[src/hdl/qalu_pkg.sv]
// ----------------------------------------------------------------------------
// qalu_pkg
// Shared types, widths and helpers for the quaternion arithmetic unit.
// ----------------------------------------------------------------------------
package qalu_pkg;

  localparam int WORD_WIDTH = 32;
  localparam int FRAC_BITS  = 16;

  localparam int PROD_W = 2 * WORD_WIDTH;                 // one raw product
  localparam int SUM_W  = PROD_W + 2;                     // sum of four products
  localparam int ROOT_W = WORD_WIDTH + 1;                 // norm and divisor
  localparam int NUM_W  = WORD_WIDTH + FRAC_BITS;         // scaled dividend
  localparam int IN_DW  = ((9 * WORD_WIDTH + 7) / 8) * 8;
  localparam int OUT_FW = 4 * WORD_WIDTH + (WORD_WIDTH - 1) + 2;
  localparam int OUT_DW = ((OUT_FW + 7) / 8) * 8;
  localparam int FIFO_DEPTH = 4;
  localparam int FIFO_AW    = $clog2(FIFO_DEPTH);

  typedef enum logic [3:0] {
    OP_NEG   = 4'd0,
    OP_ADD   = 4'd1,
    OP_SUB   = 4'd2,
    OP_PROD  = 4'd3,
    OP_SCALE = 4'd4,
    OP_DIV   = 4'd5,
    OP_CONJ  = 4'd6,
    OP_NORM  = 4'd7,
    OP_NRMZ  = 4'd8,
    OP_EQ    = 4'd9,
    OP_NONE  = 4'd15
  } op_t;

  typedef logic [3:0][WORD_WIDTH-1:0] quad_t;

  typedef struct packed {
    op_t                   op;
    quad_t                 a;
    quad_t                 b;
    logic [WORD_WIDTH-1:0] s;
  } cmd_t;

  // terms of the hamilton product that enter with a minus sign, bit per term
  localparam logic [3:0] PROD_NEG [4] = '{4'b1110, 4'b1000, 4'b0010, 4'b0100};

  function automatic logic signed [SUM_W-1:0] ext_w(input logic [WORD_WIDTH-1:0] x);
    return {{(SUM_W-WORD_WIDTH){x[WORD_WIDTH-1]}}, x};
  endfunction

  function automatic logic signed [SUM_W-1:0] ext_p(input logic [PROD_W-1:0] x);
    return {{(SUM_W-PROD_W){x[PROD_W-1]}}, x};
  endfunction

  function automatic logic [WORD_WIDTH-1:0] sat(input logic signed [SUM_W-1:0] x);
    logic [WORD_WIDTH-1:0] r;
    if ((&x[SUM_W-1:WORD_WIDTH-1]) || ~(|x[SUM_W-1:WORD_WIDTH-1])) begin
      r = x[WORD_WIDTH-1:0];
    end else if (x[SUM_W-1]) begin
      r = {1'b1, {(WORD_WIDTH-1){1'b0}}};
    end else begin
      r = {1'b0, {(WORD_WIDTH-1){1'b1}}};
    end
    return r;
  endfunction

endpackage

[src/hdl/qalu_front.sv]
// ----------------------------------------------------------------------------
// qalu_front
// Input register: takes requests and decodes the operation code.
// ----------------------------------------------------------------------------
module qalu_front (
  input  logic                        clk,
  input  logic                        rst,
  input  logic                        s_tvalid,
  output logic                        s_tready,
  input  logic [qalu_pkg::IN_DW-1:0]  s_tdata,
  input  logic [3:0]                  s_tuser,
  output logic                        out_valid,
  input  logic                        out_ready,
  output qalu_pkg::cmd_t              out_cmd
);

  qalu_pkg::cmd_t cmd_next;

  assign s_tready = !out_valid || out_ready;

  always_comb begin
    localparam int W = qalu_pkg::WORD_WIDTH;
    cmd_next.a = s_tdata[4*W-1:0];
    cmd_next.b = s_tdata[8*W-1:4*W];
    cmd_next.s = s_tdata[9*W-1:8*W];
    // unused codes run as a no-op giving zeros
    if (s_tuser <= 4'(qalu_pkg::OP_EQ)) begin
      cmd_next.op = qalu_pkg::op_t'(s_tuser);
    end else begin
      cmd_next.op = qalu_pkg::OP_NONE;
    end
  end

  always_ff @(posedge clk) begin
    if (rst) begin
      out_valid <= 1'b0;
    end else if (s_tready) begin
      out_valid <= s_tvalid;
    end
    if (s_tready && s_tvalid) begin
      out_cmd <= cmd_next;
    end
  end

endmodule

[config.mk]
export PLATFORM = sky130hd
export DESIGN_NAME = qalu_front
export DESIGN_NICKNAME = d
export VERILOG_FILES = /design/src/hdl/qalu_pkg.sv /design/src/hdl/qalu_front.sv
export SDC_FILE = /design/constraint.sdc
export NUM_CORES = 1
export LEC_CHECK = 0
export BUFFER_PORTS_ARGS = -buffer_cell sky130_fd_sc_hd__buf_2
export CORE_AREA = 2 2 229 231
export CTS_CLUSTER_SIZE = 8
export DETAILED_ROUTE_END_ITERATION = 6
export DIE_AREA = 0 0 231 233
export HOLD_SLACK_MARGIN = 0.08
export PLACE_DENSITY = 0.43
export SYNTH_ARGS = -nofsm -noshare
export SYNTH_HDL_FRONTEND = slang
export SYNTH_SLANG_ARGS = --single-unit
[constraint.sdc]
create_clock -name clk -period 7.01 [get_ports clk]
set_input_delay 1.402 -clock clk [delete_from_list [all_inputs] [get_ports clk]]
set_output_delay 1.402 -clock clk [all_outputs]
set_load 0.02 [all_outputs]
==> Yosys cells after proc, flatten, opt, wreduce, memory -nomap -nowiden <==
Cells that the tools add are included.
{ "classes": {"n_addsub": 0, "n_mul": 0, "div": 0, "n_lt_le_gt_ge": 1, "n_eq_ne": 0, "shifts": 0, "muxes": 0, "bitwise_logic": 0, "n_reduce_logical": 3} }
{ "ops": {"columns": ["operator", "n"], "rows": [
  ["4-bit <= comparator (second input constant)", 1],
  ["1-bit logical AND", 1],
  ["1-bit zero test", 1],
  ["1-bit logical OR", 1]
]} }
{ "totals": {"register_bits": 293, "latchBits": 0, "mem_bits_rw": 0, "rom_bits": 0, "input_bits": 296, "output_inout_bits": 294, "word_cells": 15, "n_memories": 0} }

==> Depth between registers and ports, before layout <==
{ "depth": {"word_depth": 3, "ltp_mapped": 2, "depth_no_buf": 2} }

==> Worst setup path before layout <==
Ideal clock, no wire load.
{ "synth_path": {"path_type": "input port to flip-flop", "from": "input out_ready", "to": "register out_cmd[0] in the netlist's numbering (enable)", "setup_time_ns": 0.454, "t_arrival_ns": 3.616, "t_required_ns": 6.556, "path_slack_ns": 2.941, "cell_stages": 2, "n_path_buf": 0, "path_cell_list": "nand2b_4 > and2_4"} }
{ "synth_via": {"elab_chain_cells": 2} }
{ "synth_lines": {"columns": ["element", "line", "text"], "rows": [
  ["start, declared", "qalu_front.sv:13", "input logic out_ready,"],
  ["1-bit logical OR", "qalu_front.sv:19", "assign s_tready = !out_valid || out_ready;"],
  ["1-bit logical AND", "qalu_front.sv:40", "if (s_tready && s_tvalid) begin"],
  ["end signal, assigned", "qalu_front.sv:41", "out_cmd <= cmd_next;"],
  ["end, declared", "qalu_front.sv:14", "output qalu_pkg::cmd_t out_cmd"]
]} }
No other way between the ends.
A chain may end at the register's enable or synchronous reset.

==> Worst setup path in the final report <==
{ "layout_path": {"from": "input out_ready", "to": "output s_tready"} }
{ "layout_via": {"elab_chain_cells": 1} }
{ "layout_lines": {"columns": ["element", "line", "text"], "rows": [
  ["1-bit logical OR", "qalu_front.sv:19", null],
  ["end, declared", "qalu_front.sv:9", "output logic s_tready,"]
]} }
No other way between the ends.

==> metrics <==
status finished clean; crit-path cells buf_2, nand2b_4, buf_2; maximum vdd ir drop 193 uV; CTS Root Cell clkbuf_16; Initial Util ~17%; P_leak between 5 and 6 nW; RSZ-0062 raised after global routing no; critical path class in2out; final net count 1232; fill cell total of the finished layout between 5000 and 6000; Inserted Clock Buffers 42; Critical Path AT ~1.8 ns; Seq/Total Area, Yosys between 90% and 100%; highest clock rate 0.309 GHz; worst endpoint required time between 5 and 6 ns; I/O Buffers 589; Core ar. just over 0.05 sq mm; Hold Worst Slack between 0.4 and 0.5 ns; Worst slew margin a little over a third; Post-synth EDFFs 292; setup TNS 0 ns; Final Setup Violations 0; most frequent CP cell buf_2; I/O pin total 590; ANT nets after route 0; H-tree depth 2; CP max stage cell buf_2; vias in the first global route slightly below 6000; DR pass1 iterations 4; Setup Slack @ Placement 3.77 ns; Synth top cells by count edfxtp_1 (292), a21o_1 (2); DRC 0; post-synth top area share between 90% and 100%; Routed WL 26900 microns; final period utilization a little under half; initial antenna violation count 7; crit start category input port; FF-to-FF path depth 3; first-pass GRT wire length between 30000 and 40000 microns; Worst R2R End out_cmd[193]$_DFFE_PP_; Worst-Margin Slew around 0.95 ns; Worst R2R Start out_valid$_SDFFE_PP0P_; Worst Hold Class reg2reg; post-route minimum period around 3.2 ns; crit end category output port; PwrDens a little over 300 mW/mm^2; post-synth design cell area 0.00885 sq mm; final slew viol count 0; area of the die 0.0538 sq mm; Die Y 233 microns; CTS tree built; critical-path maximum fanout 3; Min-Delay Endpoint out_valid$_SDFFE_PP0P_; Yosys cell types 10; FFs w/ async S/R, synth 0%; Max Clock Skew between 0.009 and 0.01 ns; DRT iter0 DRCs ~180; GRT overflow 0; Total GRT Usage under 10%; top-count cell post-synth edfxtp_1; Seq cells post-synth between 200 and 300; Sink Count a little under 300; Syn Nets 598; Setup Fix Bufs, Post-CTS 0; largest cells by area after synthesis edfxtp_1 (99%), dfxtp_1 (0.23%), a21o_1 (0.17%); cts repair resizes 0; # rows 83; clock latency on the worst-skew pair 0.54 ns; hold depth 2; Via density between 3 and 4; Primary FF master, synth edfxtp_1; layout cells sized above 1 about two thirds; Design Area, Final about 0.014 sq mm; Hold Path Origin out_valid$_SDFFE_PP0P_; Final Hold Fails 0; cell count after synthesis 302; synth-to-layout area growth 56.5%; placed cell area around 0.013 sq mm; setup ws final 3.78 ns; average cell area after synthesis around 29 sq um; CTS clk-pin slew, worst paths around 0.060 ns; total number of vias around 5600; drt wl/cell between 15 and 20 microns; Clock Path Buffers 3; largest net degree at the start of global routing 150; Syn. warnings 0; post-synth top area cell edfxtp_1; chip width 231 microns; slowest stage delay, CP 0.16 ns; hold buffers post-CTS 0; Post-DP HPWL 20400 microns; MaxCap Viol Count 0; gp weighted congestion between 0.7 and 0.8; R2R Setup Slk around 5.3 ns
[final cells by class]
type,instances,area (sq um),share of cell area [%]
Sequential cell,293,8790,63.4
Timing Repair Buffer,591,2990,21.6
Clock buffer,53,1160,8.35
Tap cell,680,851,6.14
Multi-Input combinational cell,7,57.6,0.416
Clock inverter,1,5.00,0.0361
Inverter,1,3.75,0.0271
Antenna cell,1,2.50,0.0181
[per-layer routing]
metal  global-route usage (%)  part of all wire (%)
met1                     9.35                    34
met3                     4.56                    12
met4                     4.86                   3.4
met5                        0                  0.21
met2                     16.2                    51
[how the worst max path moves through the flow]
| stage | startpoint | depth (start not counted) | endpoint |
|---|---|---|---|
| CTS | out_ready | 3 | s_tready |
| floorplan | out_ready | 2 | out_cmd[0]$_DFFE_PP_ |
| global route | out_ready | 3 | s_tready |
| finish | out_ready | 3 | s_tready |
| global placement | out_ready | 3 | s_tready |
| detailed placement | out_ready | 3 | s_tready |
[stage by stage]
step | std cells | power, mW | utilization (%)
floorplan | 302 | 2.29 | -
global placement | 1572 | 2.48 | 24.8
detailed placement | 1572 | 2.49 | 24.8
CTS | 1626 | 4.37 | 27.1
global route | 1626 | 4.44 | 27.1
finish | 1627 | 4.27 | 27.1
[sequential cells by signal (all words and copies together), names as in the netlist]
signal,flops
out_cmd,292
out_valid,1
[worst max-delay path: cells and delay by family]
family                 cells  cell delay, ns
buffers and inverters      2            0.28
AND/OR/NAND/NOR            1            0.15
[power by group]
part | internal (mW) | switching [mW] | total (mW) | leakage [nW]
Combinational | 0.125 | 0.240 | 0.364 | 2.37
Sequential | 2.06 | 0.0243 | 2.08 | 2.83
Clock | 1.13 | 0.693 | 1.82 | 0.568
[placed cells by master (no fill, tap or decap), drive strengths merged]
master,instances
nand2b,2
clkbuf,53
and2,1
diode,1
a21o,2
clkinv,1
inv,1
edfxtp,292
o21ai,1
a21oi,1
buf,591
dfxtp,1
[logic make-up (layout without fill, tap and decap cells)]
| family | after synthesis | after routing | synth area share (%) |
|---|---|---|---|
| other cells | 0 | 1 | 0 |
| flops | 293 | 293 | 99.3 |
| compound gates | 4 | 4 | 0.325 |
| simple gates | 3 | 3 | 0.325 |
| buf+inv | 2 | 646 | 0.0847 |
(Power assumes the default switching activity.)
