==> config.mk <==
export PLATFORM = sky130hd
export DESIGN_NAME = qalu_fifo
export DESIGN_NICKNAME = d
export VERILOG_FILES = /design/src/hdl/qalu_pkg.sv /design/src/hdl/qalu_fifo.sv
export SDC_FILE = /design/constraint.sdc
export NUM_CORES = 1
export LEC_CHECK = 0
export BUFFER_PORTS_ARGS = -buffer_cell sky130_fd_sc_hd__clkbuf_2
export CORE_MARGIN = 3
export CORE_UTILIZATION = 57
export CTS_BUF_LIST = sky130_fd_sc_hd__clkbuf_4 sky130_fd_sc_hd__clkbuf_8 sky130_fd_sc_hd__clkbuf_16
export CTS_CLUSTER_SIZE = 30
export DETAILED_ROUTE_END_ITERATION = 6
export GPL_TIMING_DRIVEN = 0
export PLACE_DENSITY = 0.75
export REMOVE_ABC_BUFFERS = 1
export SYNTH_ARGS = -nofsm -noshare
export SYNTH_HDL_FRONTEND = slang
export SYNTH_SLANG_ARGS = --single-unit
==> constraint.sdc <==
create_clock -name clk -period 10.6 [get_ports clk]
set_input_delay 1.59 -clock clk [delete_from_list [all_inputs] [get_ports clk]]
set_output_delay 1.59 -clock clk [all_outputs]
set_load 0.05 [all_outputs]
==> src/hdl/qalu_pkg.sv <==
// ----------------------------------------------------------------------------
// qalu_pkg
// Shared types, widths and helpers for the quaternion arithmetic unit.
// ----------------------------------------------------------------------------
package qalu_pkg;

  localparam int WORD_WIDTH = 32;
  localparam int FRAC_BITS  = 16;

  localparam int PROD_W = 2 * WORD_WIDTH;                 // one raw product
  localparam int SUM_W  = PROD_W + 2;                     // sum of four products
  localparam int ROOT_W = WORD_WIDTH + 1;                 // norm and divisor
  localparam int NUM_W  = WORD_WIDTH + FRAC_BITS;         // scaled dividend
  localparam int IN_DW  = ((9 * WORD_WIDTH + 7) / 8) * 8;
  localparam int OUT_FW = 4 * WORD_WIDTH + (WORD_WIDTH - 1) + 2;
  localparam int OUT_DW = ((OUT_FW + 7) / 8) * 8;
  localparam int FIFO_DEPTH = 4;
  localparam int FIFO_AW    = $clog2(FIFO_DEPTH);

  typedef enum logic [3:0] {
    OP_NEG   = 4'd0,
    OP_ADD   = 4'd1,
    OP_SUB   = 4'd2,
    OP_PROD  = 4'd3,
    OP_SCALE = 4'd4,
    OP_DIV   = 4'd5,
    OP_CONJ  = 4'd6,
    OP_NORM  = 4'd7,
    OP_NRMZ  = 4'd8,
    OP_EQ    = 4'd9,
    OP_NONE  = 4'd15
  } op_t;

  typedef logic [3:0][WORD_WIDTH-1:0] quad_t;

  typedef struct packed {
    op_t                   op;
    quad_t                 a;
    quad_t                 b;
    logic [WORD_WIDTH-1:0] s;
  } cmd_t;

  // terms of the hamilton product that enter with a minus sign, bit per term
  localparam logic [3:0] PROD_NEG [4] = '{4'b1110, 4'b1000, 4'b0010, 4'b0100};

  function automatic logic signed [SUM_W-1:0] ext_w(input logic [WORD_WIDTH-1:0] x);
    return {{(SUM_W-WORD_WIDTH){x[WORD_WIDTH-1]}}, x};
  endfunction

  function automatic logic signed [SUM_W-1:0] ext_p(input logic [PROD_W-1:0] x);
    return {{(SUM_W-PROD_W){x[PROD_W-1]}}, x};
  endfunction

  function automatic logic [WORD_WIDTH-1:0] sat(input logic signed [SUM_W-1:0] x);
    logic [WORD_WIDTH-1:0] r;
    if ((&x[SUM_W-1:WORD_WIDTH-1]) || ~(|x[SUM_W-1:WORD_WIDTH-1])) begin
      r = x[WORD_WIDTH-1:0];
    end else if (x[SUM_W-1]) begin
      r = {1'b1, {(WORD_WIDTH-1){1'b0}}};
    end else begin
      r = {1'b0, {(WORD_WIDTH-1){1'b1}}};
    end
    return r;
  endfunction

endpackage

==> src/hdl/qalu_fifo.sv <==
// ----------------------------------------------------------------------------
// qalu_fifo
// Short command queue between the front and the execution pipeline.
// ----------------------------------------------------------------------------
module qalu_fifo (
  input  logic           clk,
  input  logic           rst,
  input  logic           wr_valid,
  output logic           wr_ready,
  input  qalu_pkg::cmd_t wr_data,
  output logic           rd_valid,
  input  logic           rd_ready,
  output qalu_pkg::cmd_t rd_data
);

  qalu_pkg::cmd_t                 mem [qalu_pkg::FIFO_DEPTH];
  logic [qalu_pkg::FIFO_AW-1:0]   wr_ptr;
  logic [qalu_pkg::FIFO_AW-1:0]   rd_ptr;
  logic [qalu_pkg::FIFO_AW:0]     count;
  logic                           push;
  logic                           pop;

  assign wr_ready = count != (qalu_pkg::FIFO_AW+1)'(qalu_pkg::FIFO_DEPTH);
  assign rd_valid = count != '0;
  assign rd_data  = mem[rd_ptr];
  assign push     = wr_valid && wr_ready;
  assign pop      = rd_valid && rd_ready;

  always_ff @(posedge clk) begin
    if (rst) begin
      wr_ptr <= '0;
      rd_ptr <= '0;
      count  <= '0;
    end else begin
      if (push) begin
        wr_ptr <= wr_ptr + 1'b1;
      end
      if (pop) begin
        rd_ptr <= rd_ptr + 1'b1;
      end
      if (push && !pop) begin
        count <= count + 1'b1;
      end else if (pop && !push) begin
        count <= count - 1'b1;
      end
    end
    if (push) begin
      mem[wr_ptr] <= wr_data;
    end
  end

endmodule

# Word-level counts from Yosys, hierarchy flattened

Memories as Yosys holds them, arrays and structs flattened. A register that Yosys moved wholly into a read port is not among the register bits.
Cells that the tools add are included.

Reductions and logical operators: 8
Shifts and indexed selects: 0
Equal/unequal tests: 1
Div/mod/pow operators: 0
Multipliers: 0
Bitwise gates (word level): 0
Mux-type cells: 6
$lt $le $gt $ge: 0
Add/sub/neg operators: 4

Operators by type and width:

| cell                                              | count |
|---|---|
| 2-to-1 mux 3 bit                                  | 2 |
| adder 2 x 1 -> 2 bit (second input constant)      | 2 |
| logical AND 1 bit                                 | 4 |
| 2-to-1 mux 2 bit                                  | 2 |
| adder 3 x 1 -> 3 bit (second input constant)      | 1 |
| inequality test 3 bit (second input constant)     | 1 |
| nonzero test 3 bit                                | 1 |
| subtractor 3 x 1 -> 3 bit (second input constant) | 1 |
| zero test 1 bit                                   | 2 |
| 2-to-1 mux 1 bit                                  | 2 |
| nonzero test 2 bit                                | 1 |

Memory bits (read-only): 0
Input bits: 296
Bits in latches: 0
Register bits: 7
Bits in writable memories: 1168
Output and inout bits: 294
Memories kept: 1

Memories:

| name | depth | bits a word | read ports | clocked after memory_dff | write ports | RTL line        | text |
|---|---|---|---|---|---|---|---|
| mem  | 4     | 292         | 1          | 1                        | 1           | qalu_fifo.sv:16 | `qalu_pkg::cmd_t mem [qalu_pkg::FIFO_DEPTH];` |

# Longest topological paths before layout

Gate-level depths: netlist of run 1.

Depth in word-level cells: 6
Mapped depth: 8
Mapped depth without buffers: 8

# Worst setup path before layout of run 1

Ideal clock, no wire load.

Path type: input -> register
Start point: input wr_valid
End point: memory mem[0][0] in the netlist's numbering, enable pin
Data arrival time: 8.518 ns
Slack: 1.392 ns
Stages: 2
Required time: 9.909 ns
Library setup time: 0.691 ns
Path through: a21boi_2 -> and2_1

Word-level cells in the longest chain between the ends: 3

Ends and longest elaborated chain:

| what                                   | RTL line        | text |
|---|---|---|
| start, declared                        | qalu_fifo.sv:8  | `input logic wr_valid,` |
| logical AND 1 bit                      | qalu_fifo.sv:26 | `assign push = wr_valid && wr_ready;` |
| 2-to-1 mux 1 bit                       | qalu_fifo.sv:47 | `if (push) begin` |
| 2-to-1 mux 1 bit (implied by the code) | qalu_fifo.sv:48 | `mem[wr_ptr] <= wr_data;` |
| end, declared                          | qalu_fifo.sv:16 |  |

Every way passes these cells.

==> results of run 1 <==
## placed cells by master, fill, tap and decap left out, drive strengths merged, types with 2 or more instances in the layout
cell      synthesis  layout
and2              4       4
buf              61      33
bufinv            0       8
clkbuf            5     727
clkinv            0      50
clkinvlp          0       2
dfxtp             9       9
diode             0      22
edfxtp         1168    1168
ha                5       5
inv               3       6
mux2i             2       2
mux4            292     292
nand2b            2       2
nor2              8       8
or3               2       2
xor2              4       4
## report_power, final
part | internal [mW] | leakage, nW | total (mW) | switching (mW)
combinational | 1.37 | 4.50 | 4.56 | 3.20
clock | 2.22 | 1.80 | 3.84 | 1.62
sequential | 5.65 | 10.8 | 5.80 | 0.158
## area by class of cell
type / instances / area (um2) / area share
well taps: 959 / 1200 / 0.0236
repair buffers: 622 / 3850 / 0.0757
flip-flops and latches: 1177 / 35300 / 0.694
diodes: 22 / 55.1 / 0.00108
clock inverters: 63 / 589 / 0.0116
inverters: 3 / 11.3 / 0.000222
multi-input cells: 327 / 6860 / 0.135
clock buffers: 138 / 3020 / 0.0593
## registers in the layout (all words and copies together), names as in the netlist, named ones only
register / count
mem: 1168
wr_ptr: 2
rd_ptr: 2
count: 3
## routing by layer
metal / global-route usage / part of all wire / up-vias
li1: - / - / 8251
met1: 0.271 / 0.34 / 10056
met4: 0.0883 / 0.036 / 14
met5: 0 / 0.0011 / -
met3: 0.0727 / 0.090 / 174
met2: 0.381 / 0.53 / 736
## cell families (layout without fill, tap and decap cells)
logic type	count (synthesis)	in the layout	synth area share
AOI/OAI and AO/OA	5	5	0.000875
buffers and inverters	69	826	0.0189
and+or+nand+nor	17	17	0.00195
DFF	1177	1177	0.822
adders and majority gates	6	6	0.00192
other	0	22	0
xor gates and xnor gates	4	4	0.000816
muxes	295	295	0.154
## path summary, 6_finish.rpt
kind / from / cells after the start / endpoint
worst max-delay path: register / 5 / rd_data[173]
worst min-delay path: rd_ptr[1] / 2 / rd_ptr[1]
worst max register to register: count[0] / 5 / mem[0][109]
worst min register to register: rd_ptr[1] / 2 / rd_ptr[1]
## tightest hold or removal path: stages (launching register included)
cell     delay (ns)
dfxtp_1        0.32
xor2_1         0.07
nor2_1         0.11
## per-stage QoR
step                hold slack [ns]   util  instances  instance area, um2
floorplan                     0.481      -       1507               42100
global placement              0.494  0.628       3055               46300
detailed placement            0.525  0.640       3088               47200
CTS                           0.541  0.689       3289               50800
global route                  0.577  0.690       3304               50800
finish                        0.535  0.690       3311               50800
==> metrics.md, run 1 <==
| Metric | Value |
|---|---|
| First-pass GRT wire length | between 100000 and 150000 um |
| DIE HEIGHT | about 280 um |
| Leak | 17.1 nW |
| Worst-path clk slew | about 0.060 ns |
| Die width | around 280 um |
| Largest net degree at the start of global routing | approximately 60 |
| CTS tree | built |
| Post-cts resize count | 0 |
| Crit path required time | 9.01 ns |
| CP max FO | 39 |
| PD cells | roughly 280 mW/mm2 |
| H-tree depth | 3 |
| Critical path class | reg2out |
| R2R Setup Slk | around 8 ns |
| Place WS | between 6 and 7 ns |
| FP Rows | 99 |
| Global Route Usage Sum | 0.225 |
| Routed Wire Length | 87300 um |
| Drt pass-1 iters | 5 |
| Mean Syn Cell Area | around 27 um2 |
| EDFF count, synth | approximately 1200 |
| Worst slew pin tran | ~0.9 ns |
| CP Data Arrival Time | about 3.3 ns |
| Post-synth top area cell | edfxtp_1 |
| Die Area | slightly below 0.08 mm2 |
| Fin nets | between 2000 and 3000 |
| Crit-path cells | buf_16, buf_16, buf_12, mux4_2, clkbuf_2 |
| Num ports | approximately 600 |
| Yosys cell types | 24 |
| Mapped Cells | roughly 1600 |
| Core Area | approximately 0.074 mm2 |
| Final Skew | ~0.054 ns |
| Fill cells | 4325 |
| Final Power | around 14 mW |
| Tmin final | 4.90 ns |
| Most used cell, CP | buf_16 |
| Synth warn | 0 |
| Cts hold-fix bufs | 0 |
| Crit path max-delay family | buffers and inverters |
| Sink Count | ~1200 |
| Maximum VDD drop | approximately 220 uV |
| Period utilization | 0.462 |
| DR vias/cell | approximately 5.8 |
| Vias in the first global route | slightly above 20000 |
| IO buf count | roughly 600 |
| Seq/Total Area, Yosys | 0.822 |
| Area grow syn2layout | 18.5% |
| 1st-iter DRT viols | approximately 1400 |
| Ys async rst share | 0 |
| Critical Path Sink Type | output port |
| Max-Cap Viols | 0 |
| Post-synth top cells | edfxtp_1 (1168), mux4_2 (292), buf_12 (31), buf_2 (28), dfxtp_1 (9) |
| Root Buffer | clkbuf_16 |
| Worst min path class | reg2reg |
| Fin Setup TNS | 0 ns |
| Final setup viols | 0 |
| CTS buffer count | around 110 |
| CP Launch Type | register |
| Prevailing post-synth register cell | edfxtp_1 |
| CP bufs+invs | 4 |
| Fmax | 0.204 GHz |
| Final hold vios | 0 |
| Total grt overflow | 0 |
| Status | finished, final reports clean |
| Clock tree buffer depth | 3 |
| ANT nets after route | 0 |
| Slew Limit Fails | 0 |
| Initial antenna violation count | 26 |
| Synth area leaders | edfxtp_1 (82%), mux4_2 (15%), buf_12 (1.4%) |
| CP max stage delay | around 0.76 ns |
| Worst-skew pair later-pin latency | between 0.6 and 0.7 ns |
| Worst slew margin | 0.407 |
| CP max stage cell | dfxtp_4 |
| Vias | around 19000 |
| Worst Setup Slack, final | around 5.7 ns |
| Flops & latches, synth | 1177 |
| Final RePlAce weighted congestion | between 0.7 and 0.8 |
| Setup repair after global routing missed its margin | false |
| Routed WL per cell | 26.4 um |
| Most frequent cell after synthesis | edfxtp_1 |
| Initial Util | 0.582 |
| Layout cells sized above 1 | 0.472 |
| Detailed Place HPWL | between 50000 and 60000 um |
| Setup Fix Bufs, Post-CTS | 0 |
| DRC violations left | 0 |
| Mapped Area | ~0.043 mm2 |
| Top-area cell type share of the netlist area | 0.817 |
Power figures use the tool's default switching activity.
==> inputs of run 2 (changes only) <==
ABC_AREA = 1   (was default)
CORE_UTILIZATION = 52   (was 57)
PLACE_DENSITY = 0.72   (was 0.75)
clock period = 4.1 ns   (was 10.6 ns; I/O delays follow)
==> run 2 against run 1 <==
Against the previous run: via count is 38% higher; worst hold slack got worse by 0.38 ns; global-route usage is 0.32 points higher; register-to-register slack lost 7.0 ns; cell count increased by 41%; wire length up 19%; power rose to 2.7 times the previous value; die area increased by 12%; first-iteration DRC count grew 48%; design area up 3.3%; non-clock buffer count rose by 39; highest routed layer unchanged.
==> metrics.md, run 2 <==
| Metric | Value |
|---|---|
| Worst min path class | in2reg |
| FP Rows | 105 |
| Synth area leaders | edfxtp_1 (80%), nor2_1 (5.1%), o22ai_1 (4.2%) |
| Most frequent cell after synthesis | edfxtp_1 |
| Layout cells sized above 1 | 0.240 |
| CTS tree | built |
| DRC violations left | 0 |
| Die Area | around 0.088 mm2 |
| Max FFs per register | between 1000 and 1500 |
| Core Area | slightly above 0.08 mm2 |
| Final setup viols | 0 |
| Detailed Place HPWL | between 60000 and 70000 um |
| Biggest register | mem |
| Maximum VDD drop | 769 uV |
| Vias in the first global route | 25531 |
| DR vias/cell | approximately 5.7 |
| Period utilization | 0.955 |
| Max-Cap Viols | 0 |
| Slew Limit Fails | 0 |
| 1st-iter DRT viols | between 2000 and 2500 |
| Fin Setup TNS | 0 ns |
| Fill cells | roughly 5800 |
| CP max FO | ~70 |
| Die width | around 300 um |
| Mapped Area | between 0.04 and 0.05 mm2 |
| First-pass GRT wire length | between 150000 and 200000 um |
| Status | finished, final reports clean |
| ANT nets after route | 0 |
| Ys async rst share | 0 |
| Fmax | around 0.26 GHz |
| Area occupied by multi-input gates | 0.00722 mm2 |
| Synth warn | 0 |
| Fin nets | between 3000 and 4000 |
| Sink Count | 1177 |
| Prevailing post-synth register cell | edfxtp_1 |
| Num ports | slightly below 600 |
| Mean Syn Cell Area | between 15 and 20 um2 |
| CP Launch Type | register |
| Tmin final | between 3 and 4 ns |
| Routed Wire Length | 104000 um |
| Yosys cell types | 22 |
| Worst slew pin tran | 1.03 ns |
| Area grow syn2layout | 19.8% |
| Post-synth top area cell | edfxtp_1 |
| Crit path required time | ~3.5 ns |
| PD cells | approximately 730 mW/mm2 |
| Mapped Cells | about 2900 |
| Final Skew | between 0.015 and 0.02 ns |
| Global Route Usage Sum | 0.228 |
| Total grt overflow | 0 |
| Post-synth top cells | edfxtp_1 (1168), nor2_1 (598), o21ai_0 (332), o22ai_1 (292), o21ai_1 (253) |
| Routed WL per cell | 22.4 um |
| Initial antenna violation count | 27 |
| Setup repair after global routing missed its margin | false |
| CTS buffer count | between 100 and 150 |
| CP Data Arrival Time | about 3.3 ns |
| Drt pass-1 iters | 6 |
| Final RePlAce weighted congestion | between 0.7 and 0.8 |
| Commonest non-fill, non-tap cell in the layout | edfxtp_1 |
| Placed Area | around 0.048 mm2 |
| H-tree depth | 3 |
| Largest net degree at the start of global routing | roughly 120 |
| Flops & latches, synth | 1177 |
| Final hold vios | 0 |
| Clock tree buffer depth | 3 |
| Leak | approximately 18 nW |
| Worst slew margin | 0.314 |
| Commonest cells after routing, fill and taps aside | edfxtp_1 (1168), nor2_1 (594), clkbuf_2 (587) |
| Critical Path Sink Type | output port |
| Register area | 0.0353 mm2 |
| IO buf count | 589 |
| Worst-path clk slew | ~0.06 ns |
| Final Non-Filler Cells | around 4700 |
| Root Buffer | clkbuf_16 |
| Seq/Total Area, Yosys | 0.804 |
| Initial Util | 0.529 |
| Critical path class | reg2out |
| Placed Instances | around 4400 |
| Worst-skew pair later-pin latency | 0.66 ns |
| Top-area cell type share of the netlist area | 0.800 |
| EDFF count, synth | between 1000 and 1500 |
| Util after Layout | 0.634 |
| DIE HEIGHT | between 200 and 300 um |
| Post-route cell area | between 0.05 and 0.06 mm2 |
| Vias | between 20000 and 30000 |
| Largest regs | mem: 1168 flops, count: 3 flops |
==> run 2: stage by stage <==
| stage | total power [mW] | setup slack (ns) | hold WS [ns] |
|---|---|---|---|
| after floorplan | 22.8 | -10.42 | 0.459 |
| after global placement | 23.2 | -22.12 | 0.485 |
| after detailed placement | 27.6 | 0.243 | 0.484 |
| after CTS | 38.4 | 0.0224 | 0.103 |
| after global routing | 39.7 | 0.0274 | 0.117 |
| final | 38.2 | 0.183 | 0.159 |
==> run 2: final timing paths <==
check	start	endpoint	slack [ns]	depth (start not counted)
max	register	rd_data[247]	0.18	8
min	wr_data[213]	mem[1][213]	0.16	1
max reg2reg	count[0]	mem[2][278]	0.94	9
min reg2reg	rd_ptr[0]	rd_ptr[0]	0.51	2
==> run 2: repair_timing <==
| action | 4_1_cts | 5_1_grt |
|---|---|---|
| endpoints found under the setup margin | 286 | 79 |
| buffers inserted | 1 | 0 |
| hold buffers | 0 | 0 |
| cloned | 6 | 3 |
| resized for setup | 5 | 2 |
==> run 2: cell type report <==
type,instances,share of cell area
flip-flops and latches,1177,0.672
multi-input cells,1505,0.138
repair buffers,661,0.0885
clock buffers,146,0.0599
well taps,1070,0.0255
clock inverters,65,0.0138
inverters,16,0.00176
diodes,22,0.00105
repair inverters,2,0.000334
==> run 2: per-layer routing <==
| metal | global-route usage | routed length, um |
|---|---|---|
| met1 | 0.283 | 38800 |
| met2 | 0.383 | 52900 |
| met3 | 0.0516 | 8050 |
| met4 | 0.107 | 4470 |
| met5 | 0 | 66 |
==> run 2: kinds of logic (layout without fill, tap and decap cells) <==
family / after synthesis / after routing / share of synthesized area
flip-flops: 1177 / 1177 / 0.804
other: 0 / 22 / 0
AO/OA/AOI/OAI: 880 / 880 / 0.109
buffers and inverters: 209 / 890 / 0.0314
adder cells (fa/ha/maj): 6 / 6 / 0.00188
AND/OR/NAND/NOR: 618 / 618 / 0.0531
XOR/XNOR: 1 / 1 / 0.000200
==> run 2: critical path, stage by stage (launching register included) <==
cell and delay, ns:
dfxtp_4 0.49, buf_16 0.26, buf_16 0.27, inv_16 0.21
buf_16 0.25, buf_16 0.28, o21ai_1 0.16, o22ai_1 0.22
clkbuf_4 0.30
==> run 2: power by group <==
part / switching [mW] / total [mW] / leakage, nW / internal, mW
Clock: 4.27 / 10.6 / 1.92 / 6.35
Sequential: 0.304 / 14.9 / 10.8 / 14.6
Combinational: 9.98 / 12.7 / 5.76 / 2.73
